`src/block_schur_matrix_inverse_defines.svh`:
```
// Assertion macros used by the controller RTL file (bsmi_ctrl.sv) of the block.
`ifndef BLOCK_SCHUR_MATRIX_INVERSE_DEFINES_SVH
`define BLOCK_SCHUR_MATRIX_INVERSE_DEFINES_SVH
`ifndef ASSERT_OFF
`define BSMI_ASSERT(lbl, clk, rstn, prop) \
    lbl: assert property (@(posedge clk) disable iff (!(rstn)) (prop)) \
        else $error("bsmi: assertion failed");
`define BSMI_ASSERT_ALWAYS(lbl, clk, prop) \
    lbl: assert property (@(posedge clk) (prop)) \
        else $error("bsmi: assertion failed");
`else
`define BSMI_ASSERT(lbl, clk, rstn, prop)
`define BSMI_ASSERT_ALWAYS(lbl, clk, prop)
`endif
`endif

```
`src/bsmi_pkg.sv`:
```
package bsmi_pkg;

    typedef logic [2:0] op_t;

    localparam op_t OP_MAC  = 3'd0;
    localparam op_t OP_MSB  = 3'd1;
    localparam op_t OP_ADD  = 3'd2;
    localparam op_t OP_SUB  = 3'd3;
    localparam op_t OP_NEG  = 3'd4;
    localparam op_t OP_CPY  = 3'd5;
    localparam op_t OP_DIV  = 3'd6;
    localparam op_t OP_DIVN = 3'd7;

    localparam logic [1:0] MK_INV = 2'd0;
    localparam logic [1:0] MK_MM  = 2'd1;
    localparam logic [1:0] MK_EW  = 2'd2;

    localparam logic [5:0] Y_BASE = 6'd48;

    // First and last program entries for each matrix order
    localparam logic [3:0] PC_SMALL = 4'd0;
    localparam logic [3:0] PC_BIG   = 4'd1;
    localparam logic [3:0] PC_END_BIG = 4'd15;

    typedef struct packed {
        logic        start;
        op_t         op;
        logic [5:0]  addr_a;
        logic [5:0]  addr_b;
        logic [5:0]  addr_d;
        logic        first;
        logic        last;
        logic        load_en;
        logic        load_first;
        logic [3:0]  load_addr;
        logic        out_rd;
        logic [3:0]  out_addr;
        logic        gate_zero;
    } dp_cmd_t;

    typedef struct packed {
        logic done;
    } dp_sts_t;

    typedef struct packed {
        logic [1:0] kind;
        op_t        ew_op;
        logic [5:0] a_base;
        logic       a_sl;
        logic [5:0] b_base;
        logic       b_sl;
        logic [5:0] d_base;
        logic       d_sl;
    } macro_t;

    function automatic macro_t mk(input logic [1:0] kind, input op_t ew_op,
                                  input logic [5:0] ab, input logic asl,
                                  input logic [5:0] bb, input logic bsl,
                                  input logic [5:0] db, input logic dsl);
        macro_t m;
        m.kind   = kind;
        m.ew_op  = ew_op;
        m.a_base = ab;
        m.a_sl   = asl;
        m.b_base = bb;
        m.b_sl   = bsl;
        m.d_base = db;
        m.d_sl   = dsl;
        return m;
    endfunction

    // Block program. Input blocks: a11 0, a12 2, a21 8, a22 10 (row stride 4).
    // Temporaries (row stride 2): ia 16, sb 20, ib 24, t1 28, t2 32.
    // Result at 48 (row stride 4 for order 4, 2 for order 2).
    function automatic macro_t bsmi_macro(input logic [3:0] pc);
        macro_t m;
        unique case (pc)
            4'd0:  m = mk(MK_INV, OP_MAC, 6'd0,  1'b0, 6'd0,  1'b0, 6'd48, 1'b0);
            4'd1:  m = mk(MK_INV, OP_MAC, 6'd0,  1'b1, 6'd0,  1'b1, 6'd16, 1'b0);
            4'd2:  m = mk(MK_MM,  OP_MAC, 6'd8,  1'b1, 6'd16, 1'b0, 6'd28, 1'b0);
            4'd3:  m = mk(MK_MM,  OP_MAC, 6'd28, 1'b0, 6'd2,  1'b1, 6'd32, 1'b0);
            4'd4:  m = mk(MK_EW,  OP_SUB, 6'd10, 1'b1, 6'd32, 1'b0, 6'd20, 1'b0);
            4'd5:  m = mk(MK_INV, OP_MAC, 6'd20, 1'b0, 6'd20, 1'b0, 6'd24, 1'b0);
            4'd6:  m = mk(MK_MM,  OP_MAC, 6'd16, 1'b0, 6'd2,  1'b1, 6'd28, 1'b0);
            4'd7:  m = mk(MK_MM,  OP_MAC, 6'd28, 1'b0, 6'd24, 1'b0, 6'd32, 1'b0);
            4'd8:  m = mk(MK_EW,  OP_NEG, 6'd32, 1'b0, 6'd32, 1'b0, 6'd50, 1'b1);
            4'd9:  m = mk(MK_MM,  OP_MAC, 6'd32, 1'b0, 6'd8,  1'b1, 6'd28, 1'b0);
            4'd10: m = mk(MK_MM,  OP_MAC, 6'd28, 1'b0, 6'd16, 1'b0, 6'd32, 1'b0);
            4'd11: m = mk(MK_EW,  OP_ADD, 6'd16, 1'b0, 6'd32, 1'b0, 6'd48, 1'b1);
            4'd12: m = mk(MK_MM,  OP_MAC, 6'd24, 1'b0, 6'd8,  1'b1, 6'd28, 1'b0);
            4'd13: m = mk(MK_MM,  OP_MAC, 6'd28, 1'b0, 6'd16, 1'b0, 6'd32, 1'b0);
            4'd14: m = mk(MK_EW,  OP_NEG, 6'd32, 1'b0, 6'd32, 1'b0, 6'd56, 1'b1);
            default: m = mk(MK_EW, OP_CPY, 6'd24, 1'b0, 6'd24, 1'b0, 6'd58, 1'b1);
        endcase
        return m;
    endfunction

endpackage

```
`src/bsmi_ctrl.sv`:
```
`include "block_schur_matrix_inverse_defines.svh"

module bsmi_ctrl
    import bsmi_pkg::*;
(
    input  logic       aclk,
    input  logic       aresetn,
    input  logic       cfg_valid,
    output logic       cfg_ready,
    input  logic [1:0] cfg_data,
    input  logic       s_tvalid,
    output logic       s_tready,
    output logic       m_tvalid,
    input  logic       m_tready,
    output logic       m_tlast,
    output dp_cmd_t    cmd,
    input  dp_sts_t    sts
);

    localparam logic [2:0] S_LOAD  = 3'd0;
    localparam logic [2:0] S_ISSUE = 3'd1;
    localparam logic [2:0] S_WAIT  = 3'd2;
    localparam logic [2:0] S_FETCH = 3'd3;
    localparam logic [2:0] S_SHOW  = 3'd4;

    logic [2:0] state_reg, state_next;
    logic [1:0] order_reg, order_next;
    logic [3:0] cnt_reg, cnt_next;
    logic [3:0] pc_reg, pc_next;
    logic [2:0] uc_reg, uc_next;

    macro_t     m;
    logic       is4, cnt_last, uc_last;
    logic [2:0] uc_len_m1;
    logic [3:0] pc_end;

    function automatic logic [5:0] blk_addr(input logic [5:0] base, input logic sl,
                                            input logic i, input logic j);
        return base + (sl ? {3'b000, i, 2'b00} : {4'b0000, i, 1'b0}) + {5'b00000, j};
    endfunction

    assign is4      = order_reg[1];
    assign cnt_last = (cnt_reg == (is4 ? 4'd15 : 4'd3));
    assign pc_end   = is4 ? PC_END_BIG : PC_SMALL;
    assign m        = bsmi_macro(pc_reg);

    always_comb begin
        unique case (m.kind)
            MK_MM:   uc_len_m1 = 3'd7;
            MK_EW:   uc_len_m1 = 3'd3;
            default: uc_len_m1 = 3'd5;
        endcase
    end
    assign uc_last = (uc_reg == uc_len_m1);

    // Decode one arithmetic step of the current block operation and select the next state
    always_comb begin
        cmd           = '0;
        cmd.gate_zero = is4;
        cmd.load_addr = cnt_reg;
        cmd.out_addr  = cnt_reg;
        cmd.first     = 1'b1;
        cmd.last      = 1'b1;
        unique case (m.kind)
            MK_MM: begin
                cmd.op     = OP_MAC;
                cmd.addr_a = blk_addr(m.a_base, m.a_sl, uc_reg[2], uc_reg[0]);
                cmd.addr_b = blk_addr(m.b_base, m.b_sl, uc_reg[0], uc_reg[1]);
                cmd.addr_d = blk_addr(m.d_base, m.d_sl, uc_reg[2], uc_reg[1]);
                cmd.first  = !uc_reg[0];
                cmd.last   = uc_reg[0];
            end
            MK_EW: begin
                cmd.op     = m.ew_op;
                cmd.addr_a = blk_addr(m.a_base, m.a_sl, uc_reg[1], uc_reg[0]);
                cmd.addr_b = blk_addr(m.b_base, m.b_sl, uc_reg[1], uc_reg[0]);
                cmd.addr_d = blk_addr(m.d_base, m.d_sl, uc_reg[1], uc_reg[0]);
            end
            default: begin
                cmd.addr_b = blk_addr(m.a_base, m.a_sl, 1'b0, 1'b0);
                unique case (uc_reg)
                    3'd0: begin
                        cmd.op     = OP_MAC;
                        cmd.addr_a = blk_addr(m.a_base, m.a_sl, 1'b0, 1'b0);
                        cmd.addr_b = blk_addr(m.a_base, m.a_sl, 1'b1, 1'b1);
                        cmd.last   = 1'b0;
                    end
                    3'd1: begin
                        cmd.op     = OP_MSB;
                        cmd.addr_a = blk_addr(m.a_base, m.a_sl, 1'b0, 1'b1);
                        cmd.addr_b = blk_addr(m.a_base, m.a_sl, 1'b1, 1'b0);
                        cmd.first  = 1'b0;
                    end
                    3'd2: begin
                        cmd.op     = OP_DIV;
                        cmd.addr_a = blk_addr(m.a_base, m.a_sl, 1'b1, 1'b1);
                        cmd.addr_d = blk_addr(m.d_base, m.d_sl, 1'b0, 1'b0);
                    end
                    3'd3: begin
                        cmd.op     = OP_DIV;
                        cmd.addr_a = blk_addr(m.a_base, m.a_sl, 1'b0, 1'b0);
                        cmd.addr_d = blk_addr(m.d_base, m.d_sl, 1'b1, 1'b1);
                    end
                    3'd4: begin
                        cmd.op     = OP_DIVN;
                        cmd.addr_a = blk_addr(m.a_base, m.a_sl, 1'b0, 1'b1);
                        cmd.addr_d = blk_addr(m.d_base, m.d_sl, 1'b0, 1'b1);
                    end
                    default: begin
                        cmd.op     = OP_DIVN;
                        cmd.addr_a = blk_addr(m.a_base, m.a_sl, 1'b1, 1'b0);
                        cmd.addr_d = blk_addr(m.d_base, m.d_sl, 1'b1, 1'b0);
                    end
                endcase
            end
        endcase

        state_next = state_reg;
        order_next = order_reg;
        cnt_next   = cnt_reg;
        pc_next    = pc_reg;
        uc_next    = uc_reg;

        unique case (state_reg)
            S_LOAD: begin
                if (s_tvalid && !cfg_valid) begin
                    cmd.load_en    = 1'b1;
                    cmd.load_first = (cnt_reg == 4'd0);
                    if (cnt_last) begin
                        cnt_next   = '0;
                        pc_next    = is4 ? PC_BIG : PC_SMALL;
                        uc_next    = '0;
                        state_next = S_ISSUE;
                    end else begin
                        cnt_next = cnt_reg + 4'd1;
                    end
                end
                if (cfg_valid) begin
                    order_next = cfg_data;
                    cnt_next   = '0;
                end
            end
            S_ISSUE: begin
                cmd.start  = 1'b1;
                state_next = S_WAIT;
            end
            S_WAIT: begin
                if (sts.done) begin
                    if (!uc_last) begin
                        uc_next    = uc_reg + 3'd1;
                        state_next = S_ISSUE;
                    end else if (pc_reg == pc_end) begin
                        cnt_next   = '0;
                        state_next = S_FETCH;
                    end else begin
                        pc_next    = pc_reg + 4'd1;
                        uc_next    = '0;
                        state_next = S_ISSUE;
                    end
                end
            end
            S_FETCH: begin
                cmd.out_rd = 1'b1;
                state_next = S_SHOW;
            end
            S_SHOW: begin
                if (m_tready) begin
                    if (cnt_last) begin
                        cnt_next   = '0;
                        state_next = S_LOAD;
                    end else begin
                        cnt_next   = cnt_reg + 4'd1;
                        state_next = S_FETCH;
                    end
                end
            end
            default: state_next = S_LOAD;
        endcase
    end

    always_ff @(posedge aclk) begin
        if (!aresetn) begin
            state_reg <= S_LOAD;
            order_reg <= 2'd2;
            cnt_reg   <= '0;
            pc_reg    <= '0;
            uc_reg    <= '0;
        end else begin
            state_reg <= state_next;
            order_reg <= order_next;
            cnt_reg   <= cnt_next;
            pc_reg    <= pc_next;
            uc_reg    <= uc_next;
        end
    end

    // A register write takes precedence over an element in the same cycle
    assign cfg_ready = (state_reg == S_LOAD);
    assign s_tready  = (state_reg == S_LOAD) && !cfg_valid;
    assign m_tvalid  = (state_reg == S_SHOW);
    assign m_tlast   = cnt_last;

    `BSMI_ASSERT(a_no_load_while_show, aclk, aresetn, !(s_tready && m_tvalid))
    `BSMI_ASSERT(a_done_only_waiting, aclk, aresetn, (sts.done |-> (state_reg == S_WAIT)))
    `BSMI_ASSERT(a_last_reopens_input, aclk, aresetn, ((m_tvalid && m_tready && m_tlast) |=> (state_reg == S_LOAD)))

endmodule

```
`config.mk`:
```
export PLATFORM = sky130hd
export DESIGN_NAME = bsmi_ctrl
export DESIGN_NICKNAME = d
export VERILOG_FILES = /design/src/bsmi_pkg.sv /design/src/bsmi_ctrl.sv
export VERILOG_INCLUDE_DIRS = /design/src /design/src/src
export SDC_FILE = /design/constraint.sdc
export NUM_CORES = 1
export LEC_CHECK = 0
export BUFFER_PORTS_ARGS = -buffer_cell sky130_fd_sc_hd__buf_2
export CORE_MARGIN = 1
export CORE_UTILIZATION = 45
export DETAILED_ROUTE_END_ITERATION = 12
export MAX_ROUTING_LAYER = met4
export PLACE_DENSITY = 0.64
export SLEW_MARGIN = 20
export SYNTH_ARGS = -nofsm -noshare
export SYNTH_HDL_FRONTEND = slang
export SYNTH_SLANG_ARGS = --single-unit
export TNS_END_PERCENT = 100
```
`constraint.sdc`:
```
create_clock -name aclk -period 4.1 [get_ports aclk]
set_input_delay 0.615 -clock aclk [delete_from_list [all_inputs] [get_ports aclk]]
set_output_delay 0.615 -clock aclk [all_outputs]
set_load 0.005 [all_outputs]
```
==> flow_summary_export.csv <==
group,metric,value,unit
setup_path,worstPathCellList,"inv_1, ha_1, xnor2_1, nor3_1, a21oi_1, o211a_1, nor2_1, ha_1, or2_2, a211oi_1, a211oi_1, o21ai_0, mux2i_1",
global_routing,antenna_found_initial,0,
run,drv_cap,0,
final_layout,regArea,760.7,um^2
synth,synthFlopType,"dfxtp_1",
setup_path,crit_fanout,9,
timing,slew_headroom,0.4614,
clock_tree,cts_tree,"done",
timing,hold_viol,0,
timing,finalMaxSlewViolations,0,
power_and_ir_drop,power_density,179.2,nW/um^2
global_routing,grt_pass1_wl,13.08,mm
clock_tree,cts.repair.resized,0,
drt,drc,0,
synth,avgSynthCellArea,7.947,um^2
clock_tree,cts_root_buffer,"clkbuf_8",
timing,max_freq,279.9,MHz
final_layout,postLayoutCellArea,3766,um^2
final_layout,largest_register_ffs,23,
drt,drtIter0Drc,185,
final_layout,nets,505,
setup_path,worst_setup_path_end_kind,"register",
placed_design,place_inst,558,
clock_tree,worstSkewPairLatency,0.29,ns
final_layout,fillers,711,
placed_design,placed_area,3671,um^2
power_and_ir_drop,seq_power_share,0.554,
final_layout,antennaDiodeCount,0,
final_layout,fin_cells,566,
timing,setup_violations,0,
power_and_ir_drop,total_power,675.0,uW
final_layout,areaGrowthSynthToFinish,9.694,%
synth,synth-edff-count,0,
timing,rsz0062_at_grt,"no",
setup_path,cp-start-kind,"register",
power_and_ir_drop,p_clk_frac,0.400,
placed_design,dp_hpwl,6.330,mm
drt,post_drt_wl_per_cell,14.56,um
global_routing,grt_pass1_vias,2703,
setup_path,slowest_delay,0.69,ns
power_and_ir_drop,p_int,519.1,uW
setup_path,worstPathRequired,4.32,ns
timing,fin_crit_sh,0.8713,
synth,ys_types,74,
setup_path,slowest_stage,"nor3_1",
timing,clock-skew-final,0.006542,ns
hold_path,hold_class,"register to register",
clock_tree,htreeDepth,2,
synth,ys_ff_latch,38,
clock_tree,cts-buffers-inserted,5,
clock_tree,cts_sinks,38,
drt,ant_nets,0,
synth,synth_top_area_frac,0.2216,
final_layout,drive_gt1_frac,0.1884,
global_routing,track_usage,0.2157,
synth,synthArstFlopShare,0,
synth,ys_top_cells_by_area,"dfxtp_1 (22%), ha_1 (9.5%), a21oi_1 (4.2%)",
drt,avgViaCountPerCell,5.610,
power_and_ir_drop,p_leak,1.654,nW
synth,ys.warnings.count,0,
power_and_ir_drop,switching_share,0.2309,
die,die_y,89.35,um
power_and_ir_drop,switchingPower,155.9,uW
die,start_util,0.4683,
timing,setup_tns,0,ns
drt,firstDrtPassIters,5,
final_layout,multi_input_area,2352,um^2
placed_design,io_buffers,46,
power_and_ir_drop,combPwrFrac,0.046,
synth,ys_seq_area_frac,0.2216,
drt,dr_total_vias,3175,
synth,synthesis.area,3433,um^2
setup_path,worstPathArrival,3.79,ns
placed_design,place.gp.congestion,0.8825,
synth,syn_nets,471,
timing,period_needed,3.572,ns
final_layout,final_util,0.5137,
global_routing,grt_max_degree,19,
clock_tree,clkTransAtPathRegs,0.08,ns
die,die_w,89.35,um
clock_tree,ctsHoldBuffers,0,
die,ios,48,
timing,worstMarginPinSlew,0.8017,ns
clock_tree,post_cts_buffers,0,
synth,synthCells,432,
die,num_rows,31,
status,status,"completed",
drt,wirelength,8.242,mm
global_routing,gr-total-overflow,0,
die,die-area,7983,um^2
synth,yosys.area.top_type,"dfxtp_1",
power_and_ir_drop,peakVddDrop,0.1031,mV
clock_tree,cts_buffer_depth,2,
setup_path,setup.worst_path.class,"register to register",
die,core-area,7331,um^2
[power by group through the flow]
stage	Clock [mW]	Combinational, mW	Sequential (mW)
finish	0.270	0.0313	0.374
detailed placement	0	0.0313	0.383
floorplan	0	0.0225	0.381
global placement	0	0.0313	0.383
global route	0.293	0.0351	0.374
CTS	0.274	0.0314	0.374
[logic make-up (layout without fill, tap and decap cells)]
family	Yosys count	count (layout)	share of synthesized area
AND/OR/NAND/NOR	152	152	0.2318
XOR/XNOR	12	12	0.03061
buffers and inverters	64	99	0.09329
AO/OA/AOI/OAI	120	120	0.2511
adder cells (fa/ha/maj)	31	31	0.1239
multiplexers	15	15	0.04774
flip-flops	38	38	0.2216
[final cells by class]
cell class,instances,area share
Clock buffer,6,0.02193
Tap cell,99,0.03289
Clock inverter,2,0.003322
Multi-Input combinational cell,330,0.6246
Sequential cell,38,0.2020
Timing Repair Buffer,54,0.07708
Inverter,37,0.03821
[cells in the final DEF, fill, tap and decap left out, drive strengths merged, types with 10 or more instances in the layout]
cell	instances
buf	54
nand2	39
dfxtp	38
inv	37
nor2	35
a21oi	29
ha	26
o21ai	25
nand3	17
mux2i	14
nor3	12
o22ai	10
[routing by layer]
metal	global-route usage	routed length [um]	up-vias
li1	-	-	1613
met1	0.2954	4004	1470
met2	0.3324	3781	83
met3	0.02493	337	9
met4	0.06494	119	0
met5	-	0	-
[stage by stage]
stage / hold WS, ns / setup slack, ns
detailed placement: 0.5266 / 0.6120
global route: 0.5536 / 0.2230
floorplan: 0.5161 / 0.9716
finish: 0.5298 / 0.5279
global placement: 0.5222 / 0.7455
CTS: 0.5384 / 0.5719
[synth_stat cells (3+ instances only)]
| cell type | instances |
|---|---|
| buf_4 | 6 |
| inv_1 | 34 |
| nand2b_1 | 3 |
| nand2_1 | 38 |
| xor2_1 | 4 |
| xnor2_1 | 8 |
| or2_2 | 3 |
| buf_6 | 5 |
| fa_1 | 5 |
| o21ai_0 | 23 |
| nor3b_1 | 6 |
| o21a_1 | 3 |
| o211ai_1 | 7 |
| nor3_1 | 12 |
| buf_2 | 3 |
| mux2i_1 | 13 |
| nand4_1 | 3 |
| ha_1 | 26 |
| clkbuf_1 | 11 |
| o31ai_1 | 3 |
| or3_1 | 5 |
| a31oi_1 | 4 |
| nand3_1 | 17 |
| a211oi_1 | 7 |
| nor2_1 | 35 |
| a22o_1 | 3 |
| nor2b_1 | 9 |
| dfxtp_1 | 38 |
| and3_1 | 5 |
| o22ai_1 | 10 |
| a21oi_1 | 29 |
[critical path, delay by kind of cell (launching register included)]
kind | cells | cell delay [ns]
DFF | 1 | 0.34
and+or+nand+nor | 3 | 0.99
muxes | 1 | 0.17
AOI/OAI and AO/OA | 5 | 1.14
buffers and inverters | 1 | 0.05
xor gates and xnor gates | 1 | 0.23
adders and majority gates | 2 | 0.58
[worst paths after layout]
kind         slack (ns)  startpoint  depth (start not counted)         end
max                0.53       m[24]                         13        m[7]
min                0.53  cnt_reg[0]                          2  cnt_reg[0]
max reg2reg        0.53       m[24]                         13        m[7]
min reg2reg        0.53  cnt_reg[0]                          2  cnt_reg[0]
Note: power is estimated with default switching activity, not from simulation.
